==> config.mk <==
export PLATFORM = sky130hd
export DESIGN_NAME = huffman_code_builder
export DESIGN_NICKNAME = d
export VERILOG_FILES = /design/src/sv/hcb_pkg.sv /design/src/sv/hcb_ctrl.sv /design/src/sv/hcb_datapath.sv /design/src/sv/huffman_code_builder.sv
export VERILOG_INCLUDE_DIRS = /design/src /design/src/sv
export SDC_FILE = /design/constraint.sdc
export NUM_CORES = 1
export LEC_CHECK = 0
export ABC_AREA = 0
export BUFFER_PORTS_ARGS = -buffer_cell sky130_fd_sc_hd__buf_2
export CORE_UTILIZATION = 31
export CTS_BUF_LIST = sky130_fd_sc_hd__clkbuf_8
export CTS_CLUSTER_SIZE = 28
export DETAILED_ROUTE_END_ITERATION = 10
export HOLD_SLACK_MARGIN = 0.1
export SYNTH_ARGS = -nofsm -noshare
export SYNTH_HDL_FRONTEND = slang
export SYNTH_SLANG_ARGS = --single-unit
==> constraint.sdc <==
create_clock -name clk -period 5 [get_ports clk]
set_input_delay 0.5 -clock clk [delete_from_list [all_inputs] [get_ports clk]]
set_output_delay 0.5 -clock clk [all_outputs]
set_load 0.05 [all_outputs]
==> src/sv/huffman_code_builder_assert.svh <==
// ----------------------------------------------------------------------------
// huffman_code_builder assertion macros
// Shared concurrent assertion forms, clocked on clk and disabled in rst.
// ----------------------------------------------------------------------------
`ifndef HUFFMAN_CODE_BUILDER_ASSERT_SVH
`define HUFFMAN_CODE_BUILDER_ASSERT_SVH

// consequent holds in the same cycle as the antecedent
`define HCB_ASSERT_SAME(label, ante, cons, msg) \
  label: assert property (@(posedge clk) disable iff (rst) (ante) |-> (cons)) \
    else $error(msg);

// consequent holds in the cycle after the antecedent
`define HCB_ASSERT_NEXT(label, ante, cons, msg) \
  label: assert property (@(posedge clk) disable iff (rst) (ante) |=> (cons)) \
    else $error(msg);

`endif

==> src/sv/hcb_pkg.sv <==
// ----------------------------------------------------------------------------
// hcb_pkg
// Types and fixed widths shared by the Huffman code builder modules.
// ----------------------------------------------------------------------------
package hcb_pkg;

  localparam int WEIGHT_W   = 16;
  localparam int NODE_W     = 19;
  localparam int SYM_FLD_W  = 3;
  localparam int CODE_W     = 5;
  localparam int CODE_IDX_W = 3;
  localparam int CODE_LEN_W = 3;

  typedef struct packed {
    logic [SYM_FLD_W-1:0] symbol;
    logic [WEIGHT_W-1:0]  weight;
    logic                 load_last;
  } item_t;

  typedef struct packed {
    logic [SYM_FLD_W-1:0]  out_symbol;
    logic [CODE_W-1:0]     code_bits;
    logic [CODE_LEN_W-1:0] code_length;
    logic                  last_code;
  } result_t;

  typedef struct packed {
    logic load;
    logic init;
    logic scan;
    logic merge;
    logic step;
    logic emit;
    logic clear;
  } cmd_t;

  typedef struct packed {
    logic scan_end;
    logic build_last;
    logic at_root;
    logic last_sym;
  } status_t;

endpackage

==> src/sv/hcb_ctrl.sv <==
// ----------------------------------------------------------------------------
// hcb_ctrl
// Sequencer: weight load, node init, min-pair scans, merges, code walks.
// ----------------------------------------------------------------------------
module hcb_ctrl (
  input  logic           clk,
  input  logic           rst,
  input  logic           start,
  input  logic           load_last,
  output logic           busy,
  output hcb_pkg::cmd_t  cmd,
  input  hcb_pkg::status_t status
);
  import hcb_pkg::*;

  typedef enum logic [4:0] {
    ST_IDLE  = 5'b00001,
    ST_INIT  = 5'b00010,
    ST_SCAN  = 5'b00100,
    ST_MERGE = 5'b01000,
    ST_WALK  = 5'b10000
  } state_t;

  state_t state;
  state_t state_next;

  always_ff @(posedge clk) begin
    if (rst) begin
      state <= ST_IDLE;
    end else begin
      state <= state_next;
    end
  end

  always_comb begin
    state_next = state;
    cmd        = '0;
    unique case (state)
      ST_IDLE: begin
        cmd.load = start;
        if (start && load_last) begin
          state_next = ST_INIT;
        end
      end
      ST_INIT: begin
        cmd.init   = 1'b1;
        state_next = ST_SCAN;
      end
      ST_SCAN: begin
        cmd.scan = 1'b1;
        if (status.scan_end) begin
          state_next = ST_MERGE;
        end
      end
      ST_MERGE: begin
        cmd.merge  = 1'b1;
        state_next = status.build_last ? ST_WALK : ST_SCAN;
      end
      ST_WALK: begin
        if (status.at_root) begin
          cmd.emit = 1'b1;
          if (status.last_sym) begin
            cmd.clear  = 1'b1;
            state_next = ST_IDLE;
          end
        end else begin
          cmd.step = 1'b1;
        end
      end
      default: begin
        state_next = ST_IDLE;
      end
    endcase
  end

  assign busy = (state != ST_IDLE);

`include "huffman_code_builder_assert.svh"

  `HCB_ASSERT_NEXT(a_last_starts_build, start && !busy && load_last, state == ST_INIT, "last beat did not start build")
  `HCB_ASSERT_SAME(a_clear_on_final, cmd.clear, cmd.emit && status.last_sym, "weights cleared before final code")
  `HCB_ASSERT_NEXT(a_build_to_walk, state == ST_MERGE && status.build_last, state == ST_WALK, "final merge did not start walk")

endmodule

==> src/sv/hcb_datapath.sv <==
// ----------------------------------------------------------------------------
// hcb_datapath
// Weight store, node table, min-pair scan unit, merge and code walk logic.
// ----------------------------------------------------------------------------
module hcb_datapath #(
  parameter int NUM_SYMBOLS = 6
) (
  input  logic              clk,
  input  logic              rst,
  input  hcb_pkg::item_t    item,
  input  hcb_pkg::cmd_t     cmd,
  output hcb_pkg::status_t  status,
  output logic              strobe,
  output hcb_pkg::result_t  result
);
  import hcb_pkg::*;

  localparam int NUM_NODES = 2 * NUM_SYMBOLS - 1;
  localparam int IDX_W     = $clog2(NUM_NODES);
  localparam int SYM_W     = $clog2(NUM_SYMBOLS);
  localparam int LEN_W     = $clog2(NUM_SYMBOLS);
  localparam logic [IDX_W-1:0] ROOT      = IDX_W'(NUM_NODES - 1);
  localparam logic [IDX_W-1:0] FIRST_INT = IDX_W'(NUM_SYMBOLS);
  localparam logic [SYM_W-1:0] LAST_SYM  = SYM_W'(NUM_SYMBOLS - 1);

  logic [WEIGHT_W-1:0]  leaf_weight [NUM_SYMBOLS];
  logic [NODE_W-1:0]    node_weight [NUM_NODES];
  logic [NUM_NODES-1:0] node_live;
  logic [IDX_W-1:0]     node_parent [NUM_NODES];
  logic [NUM_NODES-1:0] node_side;

  logic [IDX_W-1:0]  k;
  logic [IDX_W-1:0]  scan_idx;
  logic [IDX_W-1:0]  best_idx;
  logic [IDX_W-1:0]  sec_idx;
  logic [NODE_W-1:0] best_w;
  logic [NODE_W-1:0] sec_w;
  logic              best_vld;
  logic              sec_vld;
  logic [SYM_W-1:0]  sym;
  logic [IDX_W-1:0]  node;
  logic [LEN_W-1:0]  len;
  logic [CODE_W-1:0] code;

  logic [NODE_W-1:0] scan_w;
  logic              scan_live;
  logic              take_best;
  logic              take_sec;
  logic              load_ok;

  assign scan_w    = node_weight[scan_idx];
  assign scan_live = node_live[scan_idx];
  assign take_best = scan_live && (!best_vld || (scan_w < best_w));
  assign take_sec  = scan_live && !take_best && (!sec_vld || (scan_w < sec_w));
  assign load_ok   = int'(item.symbol) < NUM_SYMBOLS;

  assign status.scan_end   = (scan_idx == (k - IDX_W'(1)));
  assign status.build_last = (k == ROOT);
  assign status.at_root    = (node == ROOT);
  assign status.last_sym   = (sym == LAST_SYM);

  always_ff @(posedge clk) begin
    if (rst || cmd.clear) begin
      for (int i = 0; i < NUM_SYMBOLS; i++) begin
        leaf_weight[i] <= '0;
      end
    end else if (cmd.load && load_ok) begin
      leaf_weight[SYM_W'(item.symbol)] <= item.weight;
    end
  end

  always_ff @(posedge clk) begin
    if (cmd.init) begin
      for (int i = 0; i < NUM_SYMBOLS; i++) begin
        node_weight[i] <= NODE_W'(leaf_weight[i]);
        node_live[i]   <= 1'b1;
      end
      for (int i = NUM_SYMBOLS; i < NUM_NODES; i++) begin
        node_weight[i] <= '0;
        node_live[i]   <= 1'b0;
      end
      k        <= FIRST_INT;
      scan_idx <= '0;
      best_vld <= 1'b0;
      sec_vld  <= 1'b0;
    end else if (cmd.scan) begin
      if (take_best) begin
        best_idx <= scan_idx;
        best_w   <= scan_w;
        best_vld <= 1'b1;
        sec_idx  <= best_idx;
        sec_w    <= best_w;
        sec_vld  <= best_vld;
      end else if (take_sec) begin
        sec_idx <= scan_idx;
        sec_w   <= scan_w;
        sec_vld <= 1'b1;
      end
      scan_idx <= scan_idx + IDX_W'(1);
    end else if (cmd.merge) begin
      node_live[best_idx]   <= 1'b0;
      node_live[sec_idx]    <= 1'b0;
      node_live[k]          <= 1'b1;
      node_parent[best_idx] <= k;
      node_parent[sec_idx]  <= k;
      node_side[best_idx]   <= 1'b0;
      node_side[sec_idx]    <= 1'b1;
      node_weight[k]        <= best_w + sec_w;
      k        <= k + IDX_W'(1);
      scan_idx <= '0;
      best_vld <= 1'b0;
      sec_vld  <= 1'b0;
      sym      <= '0;
      node     <= '0;
      len      <= '0;
      code     <= '0;
    end else if (cmd.step) begin
      if (int'(len) < CODE_W) begin
        code[CODE_IDX_W'(len)] <= node_side[node];
      end
      len  <= len + LEN_W'(1);
      node <= node_parent[node];
    end else if (cmd.emit) begin
      sym  <= sym + SYM_W'(1);
      node <= IDX_W'(sym) + IDX_W'(1);
      len  <= '0;
      code <= '0;
    end
  end

  // result register, one beat per symbol
  always_ff @(posedge clk) begin
    if (rst) begin
      strobe <= 1'b0;
    end else begin
      strobe <= cmd.emit;
    end
  end

  always_ff @(posedge clk) begin
    if (cmd.emit) begin
      result.out_symbol  <= SYM_FLD_W'(sym);
      result.code_bits   <= code;
      result.code_length <= CODE_LEN_W'(len);
      result.last_code   <= status.last_sym;
    end
  end

`include "huffman_code_builder_assert.svh"

  `HCB_ASSERT_NEXT(a_emit_strobe, cmd.emit, strobe, "emitted code missing strobe")
  `HCB_ASSERT_SAME(a_scan_in_range, cmd.scan, scan_idx < k, "scan past newest node")
  `HCB_ASSERT_SAME(a_merge_pair, cmd.merge, best_vld && sec_vld && (best_idx != sec_idx), "merge without two distinct nodes")

endmodule

==> src/sv/huffman_code_builder.sv <==
// ----------------------------------------------------------------------------
// huffman_code_builder
// Loads one weight per cycle while idle (busy low); a beat with load_last
// builds the tree, each of the N-1 merges following a scan over every node
// built so far. Each symbol's code is then walked from its leaf to the root;
// its result strobe, registered from the emit, cannot be stalled.
// busy stays high until the final code.
// Synchronous reset clears the weight store and returns to idle.
// ----------------------------------------------------------------------------
module huffman_code_builder #(
  parameter int NUM_SYMBOLS = 6
) (
  input  logic             clk,
  input  logic             rst,
  input  logic             start,
  output logic             busy,
  input  hcb_pkg::item_t   item,
  output logic             strobe,
  output hcb_pkg::result_t result
);
  import hcb_pkg::*;

  cmd_t    cmd;
  status_t status;

  hcb_ctrl u_ctrl (
    .clk       (clk),
    .rst       (rst),
    .start     (start),
    .load_last (item.load_last),
    .busy      (busy),
    .cmd       (cmd),
    .status    (status)
  );

  hcb_datapath #(
    .NUM_SYMBOLS (NUM_SYMBOLS)
  ) u_datapath (
    .clk    (clk),
    .rst    (rst),
    .item   (item),
    .cmd    (cmd),
    .status (status),
    .strobe (strobe),
    .result (result)
  );

endmodule

==> results of run 1 <==
==> area by class of cell <==
cell class / instances / area, um^2 / share of cell area [%]
Sequential cell: 563 / 16400 / 57.4
Multi-Input combinational cell: 1088 / 8080 / 28.3
Tap cell: 1060 / 1330 / 4.65
Clock buffer: 94 / 1290 / 4.54
Timing Repair Buffer: 92 / 666 / 2.34
Clock inverter: 68 / 433 / 1.52
Inverter: 89 / 334 / 1.17
Antenna cell: 1 / 2.50 / 0.00878
==> logic make-up after synthesis <==
logic type | synth area share (%)
and+or+nand+nor | 9.85
DFF | 65.2
AOI/OAI and AO/OA | 6.33
buffers and inverters | 2.84
muxes | 11.8
adders and majority gates | 3.17
xor gates and xnor gates | 0.837
==> routing by layer <==
layer	part of all wire (%)	GRT usage (%)	vias to the layer above
li1	-	-	7015
met4	2.7	6.26	0
met3	5.4	1.96	102
met5	0	0	-
met2	51	27.8	526
met1	41	20.2	7750
==> registers in the layout, indices dropped and copies added, names as in the netlist, 5 cells and up, named ones only <==
register                cells
u_datapath.best_w          19
u_datapath.result          12
u_datapath.node_live       11
u_datapath.leaf_weight     96
u_datapath.sec_w           19
u_ctrl.state                5
u_datapath.node_parent     44
u_datapath.code             5
u_datapath.node_weight    304
u_datapath.node_side       11
==> cells in the mapped netlist, types with 4 or more instances <==
cell type,instances,share of area (%)
sky130_fd_sc_hd__and2_1,4,0.10
sky130_fd_sc_hd__a211oi_1,9,0.27
sky130_fd_sc_hd__nor2b_1,17,0.42
sky130_fd_sc_hd__inv_1,89,1.3
sky130_fd_sc_hd__mux2_4,20,1.2
sky130_fd_sc_hd__or2_2,5,0.12
sky130_fd_sc_hd__buf_6,4,0.18
sky130_fd_sc_hd__nor3_1,29,0.58
sky130_fd_sc_hd__nand3b_1,7,0.21
sky130_fd_sc_hd__and3_1,10,0.25
sky130_fd_sc_hd__ha_1,62,3.1
sky130_fd_sc_hd__clkbuf_1,82,1.2
sky130_fd_sc_hd__nor2_1,203,3.0
sky130_fd_sc_hd__xnor2_1,13,0.45
sky130_fd_sc_hd__dfxtp_1,54,4.3
sky130_fd_sc_hd__a21oi_1,80,1.6
sky130_fd_sc_hd__xor2_1,11,0.38
sky130_fd_sc_hd__nand3_1,33,0.66
sky130_fd_sc_hd__a31oi_1,4,0.10
sky130_fd_sc_hd__nand2b_1,10,0.25
sky130_fd_sc_hd__nand2_1,231,3.5
sky130_fd_sc_hd__o211ai_1,4,0.12
sky130_fd_sc_hd__buf_1,7,0.10
sky130_fd_sc_hd__a21o_1,11,0.33
sky130_fd_sc_hd__mux2i_1,13,0.52
sky130_fd_sc_hd__mux2_2,11,0.49
sky130_fd_sc_hd__edfxtp_1,509,61
sky130_fd_sc_hd__nand4_1,7,0.17
sky130_fd_sc_hd__or3_1,7,0.17
sky130_fd_sc_hd__o31ai_1,6,0.18
sky130_fd_sc_hd__o21a_1,5,0.15
sky130_fd_sc_hd__o21ai_0,125,2.5
sky130_fd_sc_hd__mux4_2,107,9.6
==> path summary, 6_finish.rpt <==
path                       from                    to  slack (ns)  cells past startpoint
max                        flop  u_datapath.sec_w[18]        0.46                     11
min                     item[0]       u_ctrl.state[0]        0.20                      4
max reg2reg                flop  u_datapath.sec_w[18]        0.46                     11
min reg2reg  u_datapath.code[0]  u_datapath.result[4]        0.46                      0
==> repair_timing <==
item | 4_1_cts | 5_1_grt
buffers inserted | 0 | 0
hold buffers | 1 | 0
endpoints found under the hold margin | 4 | 0
==> power by group <==
part / leakage, nW / switching [W] / internal, W
Combinational: 3.94 / 0.000926 / 0.000753
Sequential: 4.89 / 0.000178 / 0.00541
Clock: 0.986 / 0.00183 / 0.00197
==> through the flow <==
step	cell area [um^2]	utilization, %	power [W]	setup WS, ns
floorplan	25100	-	0.00684	0.436
global placement	26800	33.3	0.00734	0.540
detailed placement	26800	33.3	0.00738	0.482
CTS	28500	35.5	0.0112	0.459
global route	28500	35.5	0.0115	0.294
finish	28500	35.5	0.0111	0.464
==> worst min-delay path, cell delays in order <==
cell                      delay [ns]
sky130_fd_sc_hd__buf_2          0.09
sky130_fd_sc_hd__nand2_1        0.09
sky130_fd_sc_hd__a21oi_1        0.09
sky130_fd_sc_hd__o41ai_1        0.06
==> PnR_summary.wiki, run 1 <==
{| class="wikitable"
! Metric !! Value
|-
| Detailed Route Iter0 Violations || 1,301
|-
| Via-to-Cell Ratio || 5.04
|-
| Share of synthesized flip-flops with an asynchronous set or reset || 0%
|-
| Setup repair after global routing missed its margin || no
|-
| CP endpoint kind || flop
|-
| Transition time at the pin with the least slew margin || 1.38 ns
|-
| Portion of the post-synthesis area used by sequential elements || 65.2%
|-
| Prevailing post-synth register cell || sky130_fd_sc_hd__edfxtp_1
|-
| TritonCTS sink count || 563
|-
| Post-route clock period utilization || 90.7%
|-
| CTS clock-pin slew for the worst setup and hold paths || 0.06 ns
|-
| Area added between synthesis and finish || 13.5%
|-
| Total power density per cell area || 388 nW/um^2
|-
| Post-cts gate resize count || 0
|-
| Family of cells with the greatest summed delay on the critical path || multiplexers
|-
| Worst supply voltage drop on vdd || 0.173 mV
|-
| Total number of vias || 15,400
|-
| Highest net fanout along the worst path || 23
|-
| Number of ports placed on the die boundary || 37
|-
| Max incr delay on CP || 0.54 ns
|-
| Worst path cell trace || buf_12 > mux4_2 > mux4_2 > ha_1 > nand3_1 > nor3_1 > and4_1 > a221oi_1 > nand4_2 > a21o_4 > mux2_2
|-
| Nets || 2,009
|-
| Layout filler cell count || 7,637
|-
| Number of failing hold endpoints at the final stage || 0
|-
| Number of nets in the synthesized netlist || 1,919
|-
| Wire length reported by the detailed router || 65,600 um
|-
| Number of search-and-repair iterations in the first detailed-routing pass || 7
|-
| Die Ht || 287 um
|-
| Clk_lat worst skew || 0.68 ns
|-
| Maximum clock frequency || 220 MHz
|-
| Cell with the biggest individual delay on the critical path || sky130_fd_sc_hd__mux4_2
|-
| Floorplan core area || 80,300 um^2
|-
| Routed wirelength normalized by instance count || 21.5 um
|-
| Clock Root Buffer || sky130_fd_sc_hd__clkbuf_8
|-
| Highest-count cells in the layout ignoring fill and taps || sky130_fd_sc_hd__edfxtp_1 (509), sky130_fd_sc_hd__nand2_1 (231), sky130_fd_sc_hd__nor2_1 (199)
|-
| Area of the die || 82,100 um^2
|-
| Number of antenna violations at the first check in global routing || 1
|-
| Seq cells post-synth || 563
|-
| Number of standard-cell rows in the floorplan || 104
|-
| Setup violators final || 0
|-
| Total instance count after detailed placement || 2,891
|-
| Min Hold Slack || 0.198 ns
|-
| Leakage || 9.82 nW
|-
| Share of layout cells above drive strength 1 || 18.7%
|-
| Number of buffer and inverter instances along the worst setup path || 1
|-
| Fin cells || 3,055
|-
| Clk_skew || 0.0294 ns
|-
| Status || finished, final reports clean
|-
| Final max-slew violation count || 0
|-
| Most frequent standard cell in the layout excluding fill and tap cells || sky130_fd_sc_hd__edfxtp_1
|-
| Most prevalent standard cell on the critical path || sky130_fd_sc_hd__mux4_2
|-
| Total number of yosys warnings || 0
|-
| Initial Utilization || 31.3%
|-
| Data arrival at the endpoint of the critical path || 4.95 ns
|-
| Maximum number of pins on one net before global-route repair || 44
|-
| Netlist cell types || 62
|-
| Vias in the first global route || 15,600
|-
| Number of maximum-capacitance constraint violations || 0
|-
| H-Tree Depth || 3
|-
| Buffers on Ports || 36
|-
| Cell area after technology mapping || 25,100 um^2
|-
| Nature of the critical path startpoint || flop
|-
| Worst-case clock buffer depth || 3
|-
| Horizontal extent of the die || 287 um
|-
| HPWL after detailed placement || 44,700 um
|-
| Number of synthesized flops with an enable pin || 509
|-
| Drt drc || 0
|-
| Class of the worst hold path || primary input to flop
|-
| Period minus WS final || 4.54 ns
|-
| Synthesized instance count || 1,833
|-
| CP Data Required Time || 5.41 ns
|-
| Clock buffer count from CTS || 89
|-
| Residual overflow from global routing || 0
|-
| Slew HR || 7.88%
|-
| Global router's overall resource usage || 16.0%
|-
| TritonCTS clock tree || yes
|-
| First-pass GRT wire length || 98,900 um
|-
| Mean area per synthesized cell || 13.7 um^2
|-
| Final weighted congestion in routability-driven placement || 0.845
|-
| Remaining antenna violation count after routing || 0
|-
| Kind of critical path || flop to flop
|-
| Final TNS setup || 0 ns
|}
(Power assumes the default switching activity.)
==> inputs of run 2 (changes only) <==
RECOVER_POWER = 100   (was not set)
==> run 2 against run 1 <==
The flow now finishes with violations (max-capacitance violations, max-slew violations). Cell count unchanged. Die area unchanged. Maximum frequency decreased by 1.1%. Sequential power about the same. Via count decreased by 0.14%. First-iteration DRC count increased by 8.8%. Largest power group unchanged.
==> PnR_summary.wiki, run 2 (same netlist as run 1, synthesis figures left out) <==
{| class="wikitable"
! Metric !! Value
|-
| Status || complete, but fails checks
|-
| Violations in the final reports || max-capacitance violations, max-slew violations
|-
| Worst supply voltage drop on vdd || 0.172 mV
|-
| CP Data Required Time || 5.35 ns
|-
| Number of search-and-repair iterations in the first detailed-routing pass || 6
|-
| Final weighted congestion in routability-driven placement || 0.845
|-
| Max incr delay on CP || 0.65 ns
|-
| Slew HR || -43.3%
|-
| Routed wirelength normalized by instance count || 21.4 um
|-
| Remaining antenna violation count after routing || 0
|-
| CTS clock-pin slew for the worst setup and hold paths || 0.07 ns
|-
| Met1 wire length || 27,100 um
|-
| Residual overflow from global routing || 0
|-
| Area added between synthesis and finish || 12.5%
|-
| Worst path cell trace || buf_12 > mux4_2 > mux4_2 > ha_1 > a21oi_1 > o21ai_0 > a221oi_1 > a2bb2oi_1 > nand4_1 > a41oi_1 > buf_12
|-
| Worst-case clock buffer depth || 3
|-
| Data arrival at the endpoint of the critical path || 4.94 ns
|-
| Total number of vias || 15,400
|-
| Length of routed met2 wiring || 33,200 um
|-
| Highest-count cells in the layout ignoring fill and taps || sky130_fd_sc_hd__edfxtp_1 (509), sky130_fd_sc_hd__nand2_1 (231), sky130_fd_sc_hd__nor2_1 (200)
|-
| Family of cells with the greatest summed delay on the critical path || compound AO/OA/AOI/OAI gates
|-
| Largest registers in the final layout || u_datapath.node_weight: 304 flops, u_datapath.leaf_weight: 96 flops, u_datapath.node_parent: 44 flops
|-
| Clk_skew || 0.0297 ns
|-
| Area of the die || 82,100 um^2
|-
| Period minus WS final || 4.59 ns
|-
| Buffers inserted by post-CTS timing repair || 0
|-
| Maximum clock frequency || 218 MHz
|-
| Nature of the critical path startpoint || flop
|-
| Initial Utilization || 31.3%
|-
| Nets || 2,009
|-
| Clock buffer count from CTS || 89
|-
| Leakage || 9.59 nW
|-
| Total instance count after detailed placement || 2,891
|-
| Power after layout || 0.0110 W
|-
| Top Layer Used || met4
|-
| Maximum number of pins on one net before global-route repair || 44
|-
| Wire length reported by the detailed router || 65,400 um
|-
| Min Hold Slack || 0.199 ns
|-
| Utilization after layout || 35.2%
|-
| Global router's overall resource usage || 16.0%
|-
| Number of buffer and inverter instances along the worst setup path || 2
|-
| Most flops, register || u_datapath.node_weight
|-
| Fin cells || 3,055
|-
| Class of the worst hold path || primary input to flop
|-
| Setup repair after global routing missed its margin || no
|-
| Share of layout cells above drive strength 1 || 15.3%
|-
| Cell with the biggest individual delay on the critical path || sky130_fd_sc_hd__a41oi_1
|-
| Number of ports placed on the die boundary || 37
|-
| Horizontal extent of the die || 287 um
|-
| Drt drc || 0
|-
| Floorplan core area || 80,300 um^2
|-
| CP endpoint kind || flop
|-
| Vias in the first global route || 15,600
|-
| TritonCTS clock tree || yes
|-
| Post-CTS Hold Buffers || 1
|-
| Post-cts gate resize count || 0
|-
| Kind of critical path || flop to flop
|-
| Setup violators final || 0
|-
| HPWL after detailed placement || 44,700 um
|-
| H-Tree Depth || 3
|-
| Flip-flop count of the largest register after layout || 304
|-
| Transition time at the pin with the least slew margin || 2.15 ns
|-
| Buffers on Ports || 36
|-
| Post-route clock period utilization || 91.8%
|-
| Number of failing hold endpoints at the final stage || 0
|-
| Clock Root Buffer || sky130_fd_sc_hd__clkbuf_8
|-
| Number of standard-cell rows in the floorplan || 104
|-
| Via-to-Cell Ratio || 5.03
|-
| Highest net fanout along the worst path || 26
|-
| Number of maximum-capacitance constraint violations || 10
|-
| Die Ht || 287 um
|-
| Metal3 WL || 3420 um
|-
| TritonCTS sink count || 563
|-
| Final TNS setup || 0 ns
|-
| Final max-slew violation count || 294
|-
| Total power density per cell area || 389 nW/um^2
|-
| First-pass GRT wire length || 98,900 um
|-
| Clk_lat worst skew || 0.68 ns
|-
| Detailed Route Iter0 Violations || 1,415
|-
| Number of antenna violations at the first check in global routing || 1
|-
| Most frequent standard cell in the layout excluding fill and tap cells || sky130_fd_sc_hd__edfxtp_1
|}
## run 2: path summary, 6_finish.rpt
check | startpoint | end | slack, ns | cells past startpoint
worst max register to register | flop | u_datapath.sec_idx[1] | 0.41 | 11
worst min-delay path | item[0] | u_ctrl.state[0] | 0.20 | 4
worst max-delay path | flop | u_datapath.sec_idx[1] | 0.41 | 11
worst min register to register | u_datapath.code[0] | u_datapath.result[4] | 0.46 | 0
## run 2: worst register-to-register path, stage by stage, from the launching register on
cell,delay (ns)
sky130_fd_sc_hd__dfxtp_4,0.53
sky130_fd_sc_hd__buf_12,0.28
sky130_fd_sc_hd__mux4_2,0.57
sky130_fd_sc_hd__mux4_2,0.54
sky130_fd_sc_hd__ha_1,0.36
sky130_fd_sc_hd__a21oi_1,0.16
sky130_fd_sc_hd__o21ai_0,0.15
sky130_fd_sc_hd__a221oi_1,0.31
sky130_fd_sc_hd__a2bb2oi_1,0.24
sky130_fd_sc_hd__nand4_1,0.22
sky130_fd_sc_hd__a41oi_1,0.65
sky130_fd_sc_hd__buf_12,0.26
## run 2: layout make-up
| type | instances | area (um^2) |
|---|---|---|
| sequential | 563 | 16400 |
| tap | 1060 | 1330 |
| fill | 7696 | 52000 |
| clock inverter | 68 | 433 |
| clock buffer | 94 | 1290 |
| inverter | 89 | 334 |
| antenna | 1 | 2.50 |
| multi-input combinational | 1088 | 7970 |
| timing repair buffer | 92 | 518 |
## run 2: power by group
| part | internal [W] | total (W) | leakage, nW | switching (W) |
|---|---|---|---|---|
| clock network | 0.00197 | 0.00380 | 0.986 | 0.00183 |
| registers | 0.00542 | 0.00559 | 4.89 | 0.000177 |
| logic | 0.000676 | 0.00158 | 3.71 | 0.000908 |
| total | 0.00806 | 0.0110 | 9.59 | 0.00291 |
## run 2: metal layers
| metal | track usage, % | vias to the layer above |
|---|---|---|
| met1 | 20.2 | 7740 |
| met5 | 0 | - |
| li1 | - | 7010 |
| met4 | 6.26 | 0 |
| met3 | 1.96 | 102 |
| met2 | 27.8 | 520 |
## run 2: metrics by stage
step,setup WS (ns),cell area (um^2)
after floorplan,0.436,25100
after global placement,0.540,26800
after detailed placement,0.482,26800
after CTS,0.459,28500
after global routing,0.190,28200
final,0.411,28200
==> inputs of run 3 (changes only) <==
ABC_AREA = 1   (was 0)
==> run 3 against run 2 <==
The flow still finishes with violations (max-capacitance violations, max-slew violations). Die area rose by 1.8%. Cell area rose by 0.51%. Area after synthesis up 1.8%. Clock power up 1%. Clock skew grew 0.0076 ns. Sequential power up 5.0%. Via count rose by 18%. Cell count grew 18%. First-iteration DRC count is 20% higher. Maximum frequency is 6.0% higher. Global-route usage grew 0.81 points. Critical endpoint is now u_datapath.sec_w[17].
==> PnR_summary.wiki, run 3 <==
{| class="wikitable"
! Metric !! Value
|-
| Status || complete, but fails checks
|-
| Violations in the final reports || max-capacitance violations, max-slew violations
|-
| TritonCTS clock tree || yes
|-
| Post-cts gate resize count || 0
|-
| Remaining antenna violation count after routing || 0
|-
| Slew HR || -64.9%
|-
| First-pass GRT wire length || 106,000 um
|-
| Routed wirelength normalized by instance count || 19.4 um
|-
| Most frequent cell after synthesis || sky130_fd_sc_hd__edfxtp_1
|-
| Total number of vias || 18,200
|-
| Total power density per cell area || 462 nW/um^2
|-
| Residual overflow from global routing || 0
|-
| Drt drc || 0
|-
| HPWL after detailed placement || 45,100 um
|-
| Horizontal extent of the die || 289 um
|-
| Number of synthesized flops with an enable pin || 509
|-
| Worst Reg-to-Reg Cells || 17
|-
| Total instance count after detailed placement || 3,450
|-
| Number of maximum-capacitance constraint violations || 10
|-
| Vias in the first global route || 17,600
|-
| Combined area of the multi-input logic cells || 7740 um^2
|-
| Worst reg2reg setup slack || 0.67 ns
|-
| Buffers on Ports || 36
|-
| Worst supply voltage drop on vdd || 0.206 mV
|-
| Share of synthesized flip-flops with an asynchronous set or reset || 0%
|-
| Cell-internal power || 0.00860 W
|-
| Net switching power of the design || 0.00453 W
|-
| H-Tree Depth || 3
|-
| Number of nets in the synthesized netlist || 2,526
|-
| Leading post-synthesis cells by cell area || sky130_fd_sc_hd__edfxtp_1 (60%), sky130_fd_sc_hd__o21ai_0 (6.1%), sky130_fd_sc_hd__nor2_1 (5.9%)
|-
| Global router's overall resource usage || 16.8%
|-
| Highest-count cells in the layout ignoring fill and taps || sky130_fd_sc_hd__edfxtp_1 (509), sky130_fd_sc_hd__nor2_1 (406), sky130_fd_sc_hd__o21ai_0 (343)
|-
| Post-route clock period utilization || 86.6%
|-
| Cells on Worst Hold Path || 4
|-
| Most frequent standard cell in the layout excluding fill and tap cells || sky130_fd_sc_hd__edfxtp_1
|-
| Number of ports placed on the die boundary || 37
|-
| Fraction of post-synthesis cell area in the top cell type by area || 59.8%
|-
| TritonCTS sink count || 563
|-
| Total number of yosys warnings || 0
|-
| Most flops, register || u_datapath.node_weight
|-
| Post-CTS Hold Buffers || 2
|-
| Die Ht || 289 um
|-
| Flip-flop count of the largest register after layout || 304
|-
| Nets || 2,569
|-
| Netlist cell types || 46
|-
| Worst hold path startpoint || item[0]
|-
| Leakage || 10.5 nW
|-
| Number of search-and-repair iterations in the first detailed-routing pass || 6
|-
| Area added between synthesis and finish || 11.1%
|-
| Share of layout cells above drive strength 1 || 7.25%
|-
| Worst-case clock buffer depth || 3
|-
| Number of failing hold endpoints at the final stage || 0
|-
| CP Data Required Time || 5.32 ns
|-
| CP endpoint kind || flop
|-
| RR Endpoint || u_datapath.sec_w[17]
|-
| Setup violators final || 0
|-
| Floorplan core area || 81,100 um^2
|-
| Initial Utilization || 31.5%
|-
| Final TNS setup || 0 ns
|-
| Wire length reported by the detailed router || 70,000 um
|-
| Maximum number of pins on one net before global-route repair || 81
|-
| Fin cells || 3,613
|-
| Period minus WS final || 4.33 ns
|-
| Via-to-Cell Ratio || 5.03
|-
| Transition time at the pin with the least slew margin || 2.46 ns
|-
| Class of the worst hold path || primary input to flop
|-
| Prevailing post-synth register cell || sky130_fd_sc_hd__edfxtp_1
|-
| Clk_skew || 0.0372 ns
|-
| Seq cells post-synth || 563
|-
| Area of the die || 83,600 um^2
|-
| Buffers inserted by post-CTS timing repair || 0
|-
| Layout filler cell count || 8,127
|-
| Most frequent cells after synthesis || sky130_fd_sc_hd__edfxtp_1 (509), sky130_fd_sc_hd__nor2_1 (404), sky130_fd_sc_hd__nand2_1 (320)
|-
| Setup repair after global routing missed its margin || no
|-
| Sw Share || 34.5%
|-
| Clock Root Buffer || sky130_fd_sc_hd__clkbuf_8
|-
| Largest registers in the final layout || u_datapath.node_weight: 304 flops, u_datapath.leaf_weight: 96 flops, u_datapath.node_parent: 44 flops
|-
| Data arrival at the endpoint of the critical path || 4.65 ns
|-
| Portion of the post-synthesis area used by sequential elements || 64.0%
|-
| CTS clock-pin slew for the worst setup and hold paths || 0.06 ns
|-
| Clock buffer count from CTS || 89
|-
| Nature of the critical path startpoint || flop
|-
| Clock network power share || 29.3%
|-
| Detailed Route Iter0 Violations || 1,697
|-
| Synthesized instance count || 2,440
|-
| Number of antenna violations at the first check in global routing || 2
|-
| Top cell type by total area after synthesis || sky130_fd_sc_hd__edfxtp_1
|-
| Comb power frac || 26.0%
|-
| Final max-slew violation count || 233
|-
| Final weighted congestion in routability-driven placement || 0.904
|-
| Utilization after layout || 35.0%
|-
| Maximum clock frequency || 231 MHz
|-
| End point of the worst hold path || u_ctrl.state[0]
|-
| Min Hold Slack || 0.196 ns
|-
| Cell area after technology mapping || 25,600 um^2
|-
| Clk_lat worst skew || 0.70 ns
|-
| Kind of critical path || flop to flop
|-
| Combined flip-flop and latch cell area || 16,400 um^2
|-
| Mean area per synthesized cell || 10.5 um^2
|-
| Register share of total power || 44.8%
|-
| Number of standard-cell rows in the floorplan || 104
|-
| Highest net fanout along the worst path || 36
|}
[run 3: changes by cell type in the layout (fill, tap and decap cells not counted), moves of 16 or more]
cell / previous run / this run
sky130_fd_sc_hd__o211ai_1: 4 / 36
sky130_fd_sc_hd__a21oi_1: 79 / 108
sky130_fd_sc_hd__mux4_2: 107 / 0
sky130_fd_sc_hd__o22ai_1: 2 / 26
sky130_fd_sc_hd__o21ai_0: 126 / 343
sky130_fd_sc_hd__inv_1: 115 / 230
sky130_fd_sc_hd__nand3_1: 33 / 59
sky130_fd_sc_hd__mux2_1: 19 / 0
sky130_fd_sc_hd__o221ai_1: 1 / 55
sky130_fd_sc_hd__nor2b_1: 17 / 0
sky130_fd_sc_hd__clkinv_1: 14 / 30
sky130_fd_sc_hd__nand2_1: 231 / 334
sky130_fd_sc_hd__nor2_1: 200 / 406
[run 3: through the flow]
| step | instance area [um^2] | setup slack [ns] | power [W] |
|---|---|---|---|
| after floorplan | 25600 | 0.997 | 0.00836 |
| after global placement | 26900 | 1.05 | 0.00936 |
| after detailed placement | 26900 | 0.996 | 0.00939 |
| after CTS | 28600 | 0.899 | 0.0132 |
| after global routing | 28400 | 0.313 | 0.0138 |
| final | 28400 | 0.672 | 0.0131 |
[run 3: metal layers]
metal	wire length [um]	track usage (%)
met2	32700	27.2
met4	2050	6.84
met3	4640	2.29
met1	30600	22.6
met5	0	0
[run 3: worst max path at each step]
stage                    startpoint                             end  slack [ns]  depth (start not counted)
global placement               flop             u_datapath.sec_w[1]        1.05                         17
detailed placement             flop             u_datapath.sec_w[1]         1.0                         17
floorplan                      flop          u_datapath.best_idx[0]         1.0                         18
global route        u_ctrl.state[1]  u_datapath.node_weight[10][10]        0.31                         14
finish                         flop            u_datapath.sec_w[17]        0.67                         17
CTS                            flop             u_datapath.sec_w[4]        0.90                         17
[run 3: cells by family (layout without fill, tap and decap cells)]
logic type / Yosys count / count (layout) / synth area share [%]
fa+ha+maj: 63 / 63 / 3.11
xor+xnor: 11 / 11 / 0.377
flops: 563 / 563 / 64.0
compound gates: 600 / 600 / 13.4
mux: 4 / 4 / 0.157
simple gates: 853 / 853 / 13.6
buf+inv: 346 / 458 / 5.39
other cells: 0 / 1 / 0
[run 3: critical path: stages, from the launching register on]
cell	delay, ns
sky130_fd_sc_hd__dfxtp_1	0.32
sky130_fd_sc_hd__inv_2	0.51
sky130_fd_sc_hd__buf_4	0.47
sky130_fd_sc_hd__o21ai_0	0.18
sky130_fd_sc_hd__o221ai_1	0.22
sky130_fd_sc_hd__nand3_1	0.19
sky130_fd_sc_hd__nand2_1	0.21
sky130_fd_sc_hd__ha_1	0.27
sky130_fd_sc_hd__a21oi_1	0.15
sky130_fd_sc_hd__o21ai_0	0.16
sky130_fd_sc_hd__nand2_1	0.09
sky130_fd_sc_hd__o211ai_1	0.10
sky130_fd_sc_hd__a31oi_1	0.23
sky130_fd_sc_hd__a21oi_1	0.13
sky130_fd_sc_hd__nand2_1	0.11
sky130_fd_sc_hd__nand2_1	0.08
sky130_fd_sc_hd__nor2_2	0.10
sky130_fd_sc_hd__clkbuf_1	0.41
[run 3: cell type report]
class	count	share of cell area, %
clock buffer	92	4.46
inverter	220	2.92
antenna	1	0.00881
tap	1060	4.67
timing repair buffer	78	1.48
sequential	563	57.7
multi-input combinational	1531	27.3
clock inverter	68	1.53
[run 3: power by group through the flow]
stage | clock, W | sequential [W] | combinational [W]
after global routing | 0.00408 | 0.00591 | 0.00384
after floorplan | 0 | 0.00582 | 0.00254
after global placement | 0 | 0.00596 | 0.00340
final | 0.00384 | 0.00587 | 0.00341
after detailed placement | 0 | 0.00597 | 0.00343
after CTS | 0.00390 | 0.00587 | 0.00344
